## config.mk

```make
export PLATFORM = sky130hd
export DESIGN_NAME = display_flush_resize_sequencer_top
export DESIGN_NICKNAME = d
export VERILOG_FILES = /design/src/sv/dfrs_pkg.sv /design/src/sv/dfrs_core.sv /design/src/sv/display_flush_resize_sequencer_top.sv
export SDC_FILE = /design/constraint.sdc
export NUM_CORES = 1
export LEC_CHECK = 0
export ABC_AREA = 1
export BUFFER_PORTS_ARGS = -buffer_cell sky130_fd_sc_hd__buf_2
export CORE_MARGIN = 4
export CORE_UTILIZATION = 60
export CTS_CLUSTER_DIAMETER = 60
export CTS_CLUSTER_SIZE = 12
export DETAILED_ROUTE_END_ITERATION = 7
export GPL_TIMING_DRIVEN = 0
export HOLD_SLACK_MARGIN = 0.02
export PLACE_DENSITY = 0.91
export SLEW_MARGIN = 30
export SYNTH_ARGS = -nofsm -noshare
export SYNTH_HDL_FRONTEND = slang
export SYNTH_HIERARCHICAL = 1
export SYNTH_SLANG_ARGS = --single-unit
```

## constraint.sdc

```tcl
create_clock -name clock -period 12.51 [get_ports clock]
set_input_delay 1.8765 -clock clock [delete_from_list [all_inputs] [get_ports clock]]
set_output_delay 1.8765 -clock clock [all_outputs]
set_load 0.005 [all_outputs]
```

## src/sv/dfrs_pkg.sv

```systemverilog
package dfrs_pkg;

   // Event codes carried in the operation field.
   localparam logic [1:0] OP_TICK  = 2'd0;
   localparam logic [1:0] OP_FLUSH = 2'd1;
   localparam logic [1:0] OP_DONE  = 2'd2;

   // Device command codes.
   localparam logic [2:0] CMD_TRANSFER = 3'd0;
   localparam logic [2:0] CMD_RFLUSH   = 3'd1;
   localparam logic [2:0] CMD_DINFO    = 3'd2;
   localparam logic [2:0] CMD_CREATE   = 3'd3;
   localparam logic [2:0] CMD_ATTACH   = 3'd4;
   localparam logic [2:0] CMD_SCANOUT  = 3'd5;

   // Response header types.
   localparam logic [31:0] RESP_OK_NODATA       = 32'h0000_1100;
   localparam logic [31:0] RESP_OK_DISPLAY_INFO = 32'h0000_1101;

   // Configuration register indexes.
   localparam logic [1:0] CSR_RESIZE_PERIOD  = 2'd0;
   localparam logic [1:0] CSR_INITIAL_WIDTH  = 2'd1;
   localparam logic [1:0] CSR_INITIAL_HEIGHT = 2'd2;
   localparam logic [1:0] CSR_INITIAL_ADDR   = 2'd3;

   // Reset values.
   localparam logic [9:0]  RESET_PERIOD    = 10'd50;
   localparam logic [15:0] RESET_WIDTH     = 16'd1280;
   localparam logic [15:0] RESET_HEIGHT    = 16'd800;
   localparam logic [31:0] RESET_ACTIVE_ID = 32'd1;
   localparam logic [31:0] RESET_NEXT_ID   = 32'd2;

   typedef struct packed {
      logic [1:0]  operation;
      logic [31:0] response_type;
      logic        display_found;
      logic [15:0] display_width;
      logic [15:0] display_height;
      logic        backing_ok;
      logic [47:0] backing_addr_in;
   } req_type;

   typedef struct packed {
      logic        issue;
      logic [2:0]  command;
      logic [31:0] rsrc_id;
      logic [15:0] rect_width;
      logic [15:0] rect_height;
      logic [47:0] backing_addr;
      logic [31:0] backing_bytes;
      logic        framebuffer_changed;
      logic        ready_res;
      logic        fault;
   } rsp_type;

   typedef struct packed {
      logic        valid;
      logic [1:0]  index;
      logic [47:0] wdata;
   } csr_write_type;

endpackage

```

## src/sv/dfrs_core.sv

```systemverilog
module dfrs_core (
   input  logic                   clock,
   input  logic                   reset,
   input  dfrs_pkg::csr_write_type csr,
   input  logic                   step_en,
   input  dfrs_pkg::req_type      req,
   output dfrs_pkg::rsp_type      rsp
);

   localparam logic [2:0] PH_IDLE     = 3'd0;
   localparam logic [2:0] PH_TRANSFER = 3'd1;
   localparam logic [2:0] PH_RFLUSH   = 3'd2;
   localparam logic [2:0] PH_DINFO    = 3'd3;
   localparam logic [2:0] PH_CREATE   = 3'd4;
   localparam logic [2:0] PH_ATTACH   = 3'd5;
   localparam logic [2:0] PH_SCANOUT  = 3'd6;

   logic [2:0]  phase_ff, phase_in;
   logic        dirty_ff, dirty_in;
   logic        oper_ff, oper_in;
   logic [9:0]  tick_count_ff, tick_count_in;
   logic [9:0]  period_ff;
   logic [31:0] active_id_ff, active_id_in;
   logic [31:0] next_id_ff, next_id_in;
   logic [15:0] cur_width_ff, cur_width_in;
   logic [15:0] cur_height_ff, cur_height_in;
   logic [31:0] pend_id_ff, pend_id_in;
   logic [47:0] pend_addr_ff, pend_addr_in;
   logic [31:0] pend_size_ff, pend_size_in;
   logic [15:0] pend_width_ff, pend_width_in;
   logic [15:0] pend_height_ff, pend_height_in;

   logic [31:0] area;
   logic        resize_ok;
   logic [9:0]  tick_next;
   logic [31:0] expected;
   logic        do_transfer;

   // Pixel count of the reported mode; the byte size is four times that and
   // must still fit in 32 bits.
   assign area = 32'(req.display_width) * 32'(req.display_height);
   assign resize_ok = req.display_found && req.backing_ok
                      && ((req.display_width != cur_width_ff)
                          || (req.display_height != cur_height_ff))
                      && (req.display_width != 16'd0) && (req.display_height != 16'd0)
                      && (area[31:30] == 2'b00);
   assign tick_next = tick_count_ff + 10'd1;
   assign expected = (phase_ff == PH_DINFO) ? dfrs_pkg::RESP_OK_DISPLAY_INFO
                                            : dfrs_pkg::RESP_OK_NODATA;

   always_comb begin
      phase_in       = phase_ff;
      dirty_in       = dirty_ff;
      oper_in        = oper_ff;
      tick_count_in  = tick_count_ff;
      active_id_in   = active_id_ff;
      next_id_in     = next_id_ff;
      cur_width_in   = cur_width_ff;
      cur_height_in  = cur_height_ff;
      pend_id_in     = pend_id_ff;
      pend_addr_in   = pend_addr_ff;
      pend_size_in   = pend_size_ff;
      pend_width_in  = pend_width_ff;
      pend_height_in = pend_height_ff;
      rsp            = '0;
      do_transfer    = 1'b0;

      if (oper_ff) begin
         case (req.operation)
            dfrs_pkg::OP_TICK, dfrs_pkg::OP_FLUSH: begin
               if (req.operation == dfrs_pkg::OP_FLUSH) begin
                  dirty_in = 1'b1;
               end
               if (phase_ff == PH_IDLE) begin
                  if (dirty_in) begin
                     do_transfer = 1'b1;
                  end else if (tick_next >= period_ff) begin
                     tick_count_in = 10'd0;
                     phase_in      = PH_DINFO;
                     rsp.issue     = 1'b1;
                     rsp.command   = dfrs_pkg::CMD_DINFO;
                  end else begin
                     tick_count_in = tick_next;
                  end
               end
            end
            dfrs_pkg::OP_DONE: begin
               if (phase_ff != PH_IDLE) begin
                  phase_in = PH_IDLE;
                  if (req.response_type != expected) begin
                     oper_in   = 1'b0;
                     rsp.fault = 1'b1;
                  end else begin
                     case (phase_ff)
                        PH_TRANSFER: begin
                           phase_in        = PH_RFLUSH;
                           rsp.issue       = 1'b1;
                           rsp.command     = dfrs_pkg::CMD_RFLUSH;
                           rsp.rsrc_id     = active_id_ff;
                           rsp.rect_width  = cur_width_ff;
                           rsp.rect_height = cur_height_ff;
                        end
                        PH_DINFO: begin
                           if (resize_ok) begin
                              pend_id_in      = next_id_ff;
                              next_id_in      = next_id_ff + 32'd1;
                              pend_addr_in    = req.backing_addr_in;
                              pend_size_in    = {area[29:0], 2'b00};
                              pend_width_in   = req.display_width;
                              pend_height_in  = req.display_height;
                              phase_in        = PH_CREATE;
                              rsp.issue       = 1'b1;
                              rsp.command     = dfrs_pkg::CMD_CREATE;
                              rsp.rsrc_id     = next_id_ff;
                              rsp.rect_width  = req.display_width;
                              rsp.rect_height = req.display_height;
                           end
                        end
                        PH_CREATE: begin
                           phase_in          = PH_ATTACH;
                           rsp.issue         = 1'b1;
                           rsp.command       = dfrs_pkg::CMD_ATTACH;
                           rsp.rsrc_id       = pend_id_ff;
                           rsp.backing_addr  = pend_addr_ff;
                           rsp.backing_bytes = pend_size_ff;
                        end
                        PH_ATTACH: begin
                           phase_in        = PH_SCANOUT;
                           rsp.issue       = 1'b1;
                           rsp.command     = dfrs_pkg::CMD_SCANOUT;
                           rsp.rsrc_id     = pend_id_ff;
                           rsp.rect_width  = pend_width_ff;
                           rsp.rect_height = pend_height_ff;
                        end
                        PH_SCANOUT: begin
                           // Install the new framebuffer, then refresh it.
                           cur_width_in            = pend_width_ff;
                           cur_height_in           = pend_height_ff;
                           active_id_in            = pend_id_ff;
                           do_transfer             = 1'b1;
                           rsp.backing_addr        = pend_addr_ff;
                           rsp.backing_bytes       = pend_size_ff;
                           rsp.framebuffer_changed = 1'b1;
                        end
                        default: begin
                           // Resource flush done: pick up a flush that came in
                           // while the device was busy.
                           do_transfer = dirty_ff;
                        end
                     endcase
                  end
               end
            end
            default: begin
            end
         endcase
      end

      if (do_transfer) begin
         dirty_in        = 1'b0;
         phase_in        = PH_TRANSFER;
         rsp.issue       = 1'b1;
         rsp.command     = dfrs_pkg::CMD_TRANSFER;
         rsp.rsrc_id     = active_id_in;
         rsp.rect_width  = cur_width_in;
         rsp.rect_height = cur_height_in;
      end

      rsp.ready_res = oper_in;
   end

   always_ff @(posedge clock) begin
      if (reset) begin
         phase_ff       <= PH_IDLE;
         dirty_ff       <= 1'b0;
         oper_ff        <= 1'b1;
         tick_count_ff  <= 10'd0;
         period_ff      <= dfrs_pkg::RESET_PERIOD;
         active_id_ff   <= dfrs_pkg::RESET_ACTIVE_ID;
         next_id_ff     <= dfrs_pkg::RESET_NEXT_ID;
         cur_width_ff   <= dfrs_pkg::RESET_WIDTH;
         cur_height_ff  <= dfrs_pkg::RESET_HEIGHT;
         pend_id_ff     <= 32'd0;
         pend_addr_ff   <= 48'd0;
         pend_size_ff   <= 32'd0;
         pend_width_ff  <= 16'd0;
         pend_height_ff <= 16'd0;
      end else begin
         if (step_en) begin
            phase_ff       <= phase_in;
            dirty_ff       <= dirty_in;
            oper_ff        <= oper_in;
            tick_count_ff  <= tick_count_in;
            active_id_ff   <= active_id_in;
            next_id_ff     <= next_id_in;
            cur_width_ff   <= cur_width_in;
            cur_height_ff  <= cur_height_in;
            pend_id_ff     <= pend_id_in;
            pend_addr_ff   <= pend_addr_in;
            pend_size_ff   <= pend_size_in;
            pend_width_ff  <= pend_width_in;
            pend_height_ff <= pend_height_in;
         end
         // The installed framebuffer address is never read back on its own,
         // so a write of the initial address has no visible effect.
         if (csr.valid) begin
            case (csr.index)
               dfrs_pkg::CSR_RESIZE_PERIOD:  period_ff     <= csr.wdata[9:0];
               dfrs_pkg::CSR_INITIAL_WIDTH:  cur_width_ff  <= csr.wdata[15:0];
               dfrs_pkg::CSR_INITIAL_HEIGHT: cur_height_ff <= csr.wdata[15:0];
               default: begin
               end
            endcase
         end
      end
   end

endmodule

```

## src/sv/display_flush_resize_sequencer_top.sv

```systemverilog
// Display flush and resize sequencer.
// Events enter on the req_ channel as one word each: a poll tick, a flush
// request or a command completion with its response type and display mode.
// Every accepted word produces exactly one word on the rsp_ channel, which
// says whether a device command is issued and with which arguments.
// Configuration (resize period, initial framebuffer geometry) is written on
// the csr_ channel, which is always ready; the user must make writes only
// while the sequencer has no word in flight, as the block does not enforce it.
// A word accepted into the input register is evaluated there and, once the
// result register is empty or being drained, lands in the result register,
// which drives rsp_valid. Throughput is one word per cycle while rsp_ready
// stays high; the sequencer state is updated in the same cycle that the
// result register is loaded, so the next word sees it at once.
// When the receiver holds rsp_ready low, the result register holds its word
// and the input register takes one more word; after that req_ready drops.
// Reset clears both registers, puts the sequencer idle and operational with
// resource 1 active and a 1280 by 800 framebuffer, and a resize period of 50.
module display_flush_resize_sequencer_top (
   input  logic              clock,
   input  logic              reset,
   input  logic              req_valid,
   output logic              req_ready,
   input  dfrs_pkg::req_type req_data,
   output logic              rsp_valid,
   input  logic              rsp_ready,
   output dfrs_pkg::rsp_type rsp_data,
   input  logic              csr_valid,
   output logic              csr_ready,
   input  logic [1:0]        csr_index,
   input  logic [47:0]       csr_wdata
);

   logic                   in_valid_ff;
   dfrs_pkg::req_type      in_data_ff;
   logic                   out_valid_ff;
   dfrs_pkg::rsp_type      out_data_ff;
   logic                   advance;
   dfrs_pkg::rsp_type      step_rsp;
   dfrs_pkg::csr_write_type csr;

   // A held word moves into the result register whenever that register is
   // empty or being drained in this cycle.
   assign advance   = in_valid_ff && (!out_valid_ff || rsp_ready);
   assign req_ready = !in_valid_ff || advance;
   assign rsp_valid = out_valid_ff;
   assign rsp_data  = out_data_ff;
   assign csr_ready = 1'b1;

   assign csr.valid = csr_valid;
   assign csr.index = csr_index;
   assign csr.wdata = csr_wdata;

   dfrs_core u_core (
      .clock   (clock),
      .reset   (reset),
      .csr     (csr),
      .step_en (advance),
      .req     (in_data_ff),
      .rsp     (step_rsp)
   );

   always_ff @(posedge clock) begin
      if (reset) begin
         in_valid_ff  <= 1'b0;
         out_valid_ff <= 1'b0;
      end else begin
         if (req_valid && req_ready) begin
            in_valid_ff <= 1'b1;
         end else if (advance) begin
            in_valid_ff <= 1'b0;
         end
         if (advance) begin
            out_valid_ff <= 1'b1;
         end else if (rsp_ready) begin
            out_valid_ff <= 1'b0;
         end
      end
   end

   always_ff @(posedge clock) begin
      if (req_valid && req_ready) begin
         in_data_ff <= req_data;
      end
      if (advance) begin
         out_data_ff <= step_rsp;
      end
   end

endmodule
```

After elaboration in Yosys (flattened, before gate mapping):

Cells that the tools add are included.

* word-level logic and storage cells: 164
* bits of input ports: 171
* register bits: 530
* output and inout port bits: 154

* magnitude comparators: 1
* reduce and logical (&&, ||, !) cells: 36
* $mul: 1
* bitwise operators: 6
* muxes and demuxes: 69
* $add $sub $neg: 2
* equal/unequal tests: 16

Operators by type and width (count)
* 149-bit two-way mux: 3
* 16-bit two-way mux: 16
* 32-bit two-way mux: 5
* 145-bit two-way mux: 1
* 36-bit case mux with 4 select lines: 1
* 32-bit case mux with 3 select lines: 1
* 80-bit two-way mux: 1
* 68-bit two-way mux: 1
* 64-bit two-way mux: 1
* 32-bit by 1-bit adder with 32-bit output, second input constant: 1
* 16-bit by 16-bit multiplier with 32-bit output: 1
* 16-bit inequality test: 2
* 32-bit inequality test: 1
* 16-bit nonzero test: 2
* 3-bit two-way mux: 8
* 1-bit two-way mux: 22
* 7-bit AND reduction: 2
* 4-bit two-way mux: 3
* 3-bit case mux with 4 select lines: 1
* 10-bit by 1-bit adder with 10-bit output, second input constant: 1
* 10-bit >= comparator: 1
* 10-bit two-way mux: 1
* 3-bit equality test, second input constant: 3
* 3-bit by 1-bit inequality test with 1-bit output, second input constant: 3
* 22 further kinds: 49

Depth between registers and ports, before layout:

* depth after elaboration: 13
* gate-level depth with buffers: 32
* depth with buffers taken out: 30

Hierarchy:

Netlist, hierarchy kept.

Modules (own cells, without submodules)
* dfrs_core: times used 1, sequential area each 5265.0 µm², cells an instance 3605, area an instance 23805.3 µm²
* display_flush_resize_sequencer_top: times used 1, sequential area each 8057.7 µm², cells an instance 281, area an instance 8120.3 µm²

Least setup slack after synthesis:

Ideal clock, no wire load.

* path type: input port to flip-flop
* from: input rsp_ready
* to: register u_core.next_id_ff[31]
* setup time: 110 ps
* path slack: 1055 ps
* stages: 8
* required time: 12400 ps
* path buffers: 1
* arrival: 11345 ps
* cells stage by stage: inv_1 -> a21oi_1 -> nand3_2 -> nor3_4 -> buf_2 -> nand4_1 -> nand2_1 -> nor2_1

* word-level cells in the longest chain between the ends: 3

Ends and longest elaborated chain
* start: declaration: RTL line display_flush_resize_sequencer_top.sv:25 `input logic rsp_ready,`
* 1-bit logical OR: RTL line display_flush_resize_sequencer_top.sv:43 `assign advance = in_valid_ff && (!out_valid_ff || rsp_ready);`
* 1-bit logical AND: RTL line display_flush_resize_sequencer_top.sv:43
* named net advance: RTL line display_flush_resize_sequencer_top.sv:37 `logic advance;`
* 7-bit AND reduction (no line)
* end signal: assignment: RTL line dfrs_core.sv:180 `next_id_ff <= dfrs_pkg::RESET_NEXT_ID;`
* end signal: assignment: RTL line dfrs_core.sv:195 `next_id_ff <= next_id_in;`
* end: declaration: RTL line dfrs_core.sv:24 `logic [31:0] next_id_ff, next_id_in;`

The timed path passes the listed nets, and every way through them passes these cells.
A chain may end at the register's enable or synchronous reset.

==> results.json <==
{
  "portBuffers": 291,
  "yosysUniqueCellTypes": 49,
  "vias": 28742,
  "hpwl_mm": 71.7,
  "rr_endpoint": "rsp_data[128]",
  "dr.pass1.iters": 8,
  "synth-edff-count": 267,
  "start_util_pct": 60.6,
  "r2r-start": "in_data_ff[72]",
  "ios": 325,
  "ir_drop_v": 0.000313,
  "cp_common_cell": "fa_1",
  "ctsHoldBuffers": 0,
  "r2r_cells": 26,
  "post-route-util_pct": 68.6,
  "cts_tree": "built",
  "power_w": 0.00682,
  "ys_seq_area_share_pct": 41.7,
  "syn_inst": 3886,
  "r2r_slack_ns": 4.64,
  "worstHoldStart": "u_core/pend_size_ff[6]",
  "yosysTopAreaCellShare_pct": 25.1,
  "period_minus_slack_ns": 7.87,
  "critPathLaunchType": "flop",
  "cts_setup_buffers": 0,
  "violations": "design-rule violations",
  "regArea_sq_um": 13300,
  "yosys_most_used_dff": "edfxtp_1",
  "fin_crit_sh_pct": 62.9,
  "cp_num_buf_inv": 8,
  "antenna_found_initial": 9,
  "synthTopCellsByArea": "edfxtp_1 (25%), dfxtp_1 (17%), fa_1 (12%)",
  "clock_sinks": 532,
  "slew_viol_final": 0,
  "path_max_fanout": 10,
  "root_buffer": "clkbuf_16",
  "holdPathStages": 2,
  "clk_pin_slew_ns": 0.06,
  "critPathTopFamily": "adder cells",
  "setup_viol_count_final": 0,
  "fp.dieArea_sq_um": 57000,
  "grt_pass1_vias": 28223,
  "drc": 2,
  "dieHeight_um": 239,
  "clk_path_buf_depth": 3,
  "slew_headroom_pct": 36.1,
  "routed_wl_mm": 97.5,
  "cts_resized": 0,
  "fin_nets": 4723,
  "ant_nets": 0,
  "synth_seq_cells": 532,
  "num-fill-cells": 4023,
  "rows": 84,
  "power.density_nw_per_um2": 189,
  "worst_slew_pin_slew_ns": 0.959,
  "routabilityCongestion": 1.00,
  "wire_per_inst_um": 19.6,
  "die_w_um": 239,
  "maxCapViolCount": 0,
  "cp.arrival_ns": 8.31,
  "multiInputGateArea_sq_um": 14900,
  "hold_end": "u_core/pend_size_ff[6]",
  "end_kind": "flop",
  "overflow": 0,
  "drt_iter0_drc": 3839,
  "grt_start_max_net_pins": 63,
  "max_freq_ghz": 0.127,
  "htree_levels": 2,
  "yosysWarnings": 6,
  "hold_viol_final": 0,
  "hold_path.class": "reg2reg",
  "crit_path_max_incr_delay_ns": 0.70,
  "vias_per_cell": 5.77,
  "drive_gt1_share_pct": 10.6,
  "async_flop_share_pct": 0,
  "area_growth_pct": 13.1,
  "synth_top_cell_by_area": "edfxtp_1",
  "fin_skew_ns": 0.0303,
  "path_class": "reg2reg",
  "outcome": "finished, violations left",
  "synth_area_sq_um": 31900,
  "leakagePower_nw": 16.7,
  "grt_pass1_wl_mm": 149,
  "cts_made_buffers": 53,
  "required_ns": 12.96,
  "clock_latency_ns": 0.63,
  "grt_usage_pct": 33.4,
  "cpMaxStageDelayCell": "clkbuf_1",
  "syn_avg_cell_area_sq_um": 8.22,
  "rsz0062_at_grt": "false",
  "coreArea_sq_um": 52700
}
[registers in the layout, summed over array words and instances, names as in the netlist, 30 cells and up]
signal,count
in_data_ff,116
rsp_data,151
u_core/active_id_ff,32
u_core/next_id_ff,32
u_core/pend_addr_ff,48
u_core/pend_id_ff,32
u_core/pend_size_ff,30
[metrics by stage]
step           setup TNS, ns  hold slack [ns]  instance area (sq um)  instances  setup slack, ns
3_5_place_dp               0            0.447                  34500       4875             4.84
2_1_floorplan              0            0.428                  31900       3887             1.05
4_1_cts                    0            0.457                  36100       4971             4.83
5_1_grt                    0            0.476                  36100       4977             4.21
6_report                   0            0.455                  36100       4978             4.64
3_3_place_gp        -1104.41            0.439                  34200       4866            -4.92
[cells in the final DEF, fill, tap and decap left out, drive strengths merged, types with 9 or more instances in the layout]
| master | n |
|---|---|
| a31oi | 19 |
| nand4 | 23 |
| nor3b | 9 |
| o21ai | 387 |
| a21oi | 262 |
| clkbuf | 206 |
| nand2 | 889 |
| nand3 | 75 |
| xor2 | 25 |
| nor2 | 205 |
| edfxtp | 267 |
| dfxtp | 265 |
| nor3 | 126 |
| xnor2 | 16 |
| fa | 194 |
| inv | 744 |
| ha | 116 |
| buf | 399 |
[routing by layer]
layer,track usage [%],share of wire (%)
met1,42.1,36
met2,53.3,45
met3,8.34,13
met4,18.4,6.4
met5,0,0.033
[final cells by class]
type / count / area share [%]
multi-input combinational: 2396 / 41.2
sequential: 532 / 36.9
inverter: 742 / 7.74
timing repair buffer: 300 / 4.62
clock buffer: 88 / 4.21
buffer: 217 / 2.71
tap: 688 / 2.38
clock inverter: 8 / 0.229
antenna: 7 / 0.0485
[synth_stat cells, drive strengths merged (3+ instances only)]
library cell and n:
nor4 3, clkbuf 118, o21bai 3, nand4 23, fa 194, o21a 3
inv 741, nand3 75, o21ai 387, nor3b 9, ha 116, nand3b 4
edfxtp 267, a21oi 262, nor3 126, o211ai 8, buf 99, nor2 205
xnor2 16, nand2 889, a22oi 8, xor2 25, dfxtp 265, a31oi 19
a21boi 7
[worst min-delay path: cells and delay by family, from the launching register on]
kind	cells	cell delay [ns]
AO/OA/AOI/OAI	1	0.05
flip-flops	1	0.30
buffers and inverters	1	0.06
[cells by family after synthesis]
| logic type | Yosys count | share of synthesized area, % |
|---|---|---|
| AO/OA/AOI/OAI | 705 | 11.4 |
| XOR/XNOR | 41 | 1.15 |
| AND/OR/NAND/NOR | 1337 | 17.2 |
| buffers and inverters | 959 | 11.8 |
| adder cells (fa/ha/maj) | 310 | 16.7 |
| flip-flops | 532 | 41.7 |
| other | 2 | 0.0235 |
[report_power, final]
group	leakage [nW]	total, W	internal (W)	switching [W]
registers	4.83	0.00191	0.00188	0.0000253
logic	11.1	0.00341	0.00126	0.00215
clock network	0.773	0.00150	0.000832	0.000671
total	16.7	0.00682	0.00398	0.00285
[how the worst max path moves through the flow]
| stage | start | cells past startpoint | end | slack [ns] |
|---|---|---|---|---|
| 2_1_floorplan | rsp_ready | 8 | u_core/next_id_ff[31] | 1.05 |
| 3_3_place_gp | rsp_ready | 9 | u_core/pend_size_ff[24] | -4.92 |
| 3_5_place_dp | in_data_ff[65] | 27 | rsp_data[128] | 4.84 |
| 4_1_cts | in_data_ff[72] | 26 | rsp_data[128] | 4.83 |
| 5_1_grt | in_data_ff[72] | 26 | rsp_data[128] | 4.21 |
| 6_report | in_data_ff[72] | 26 | rsp_data[128] | 4.64 |
Power figures use the tool's default switching activity.
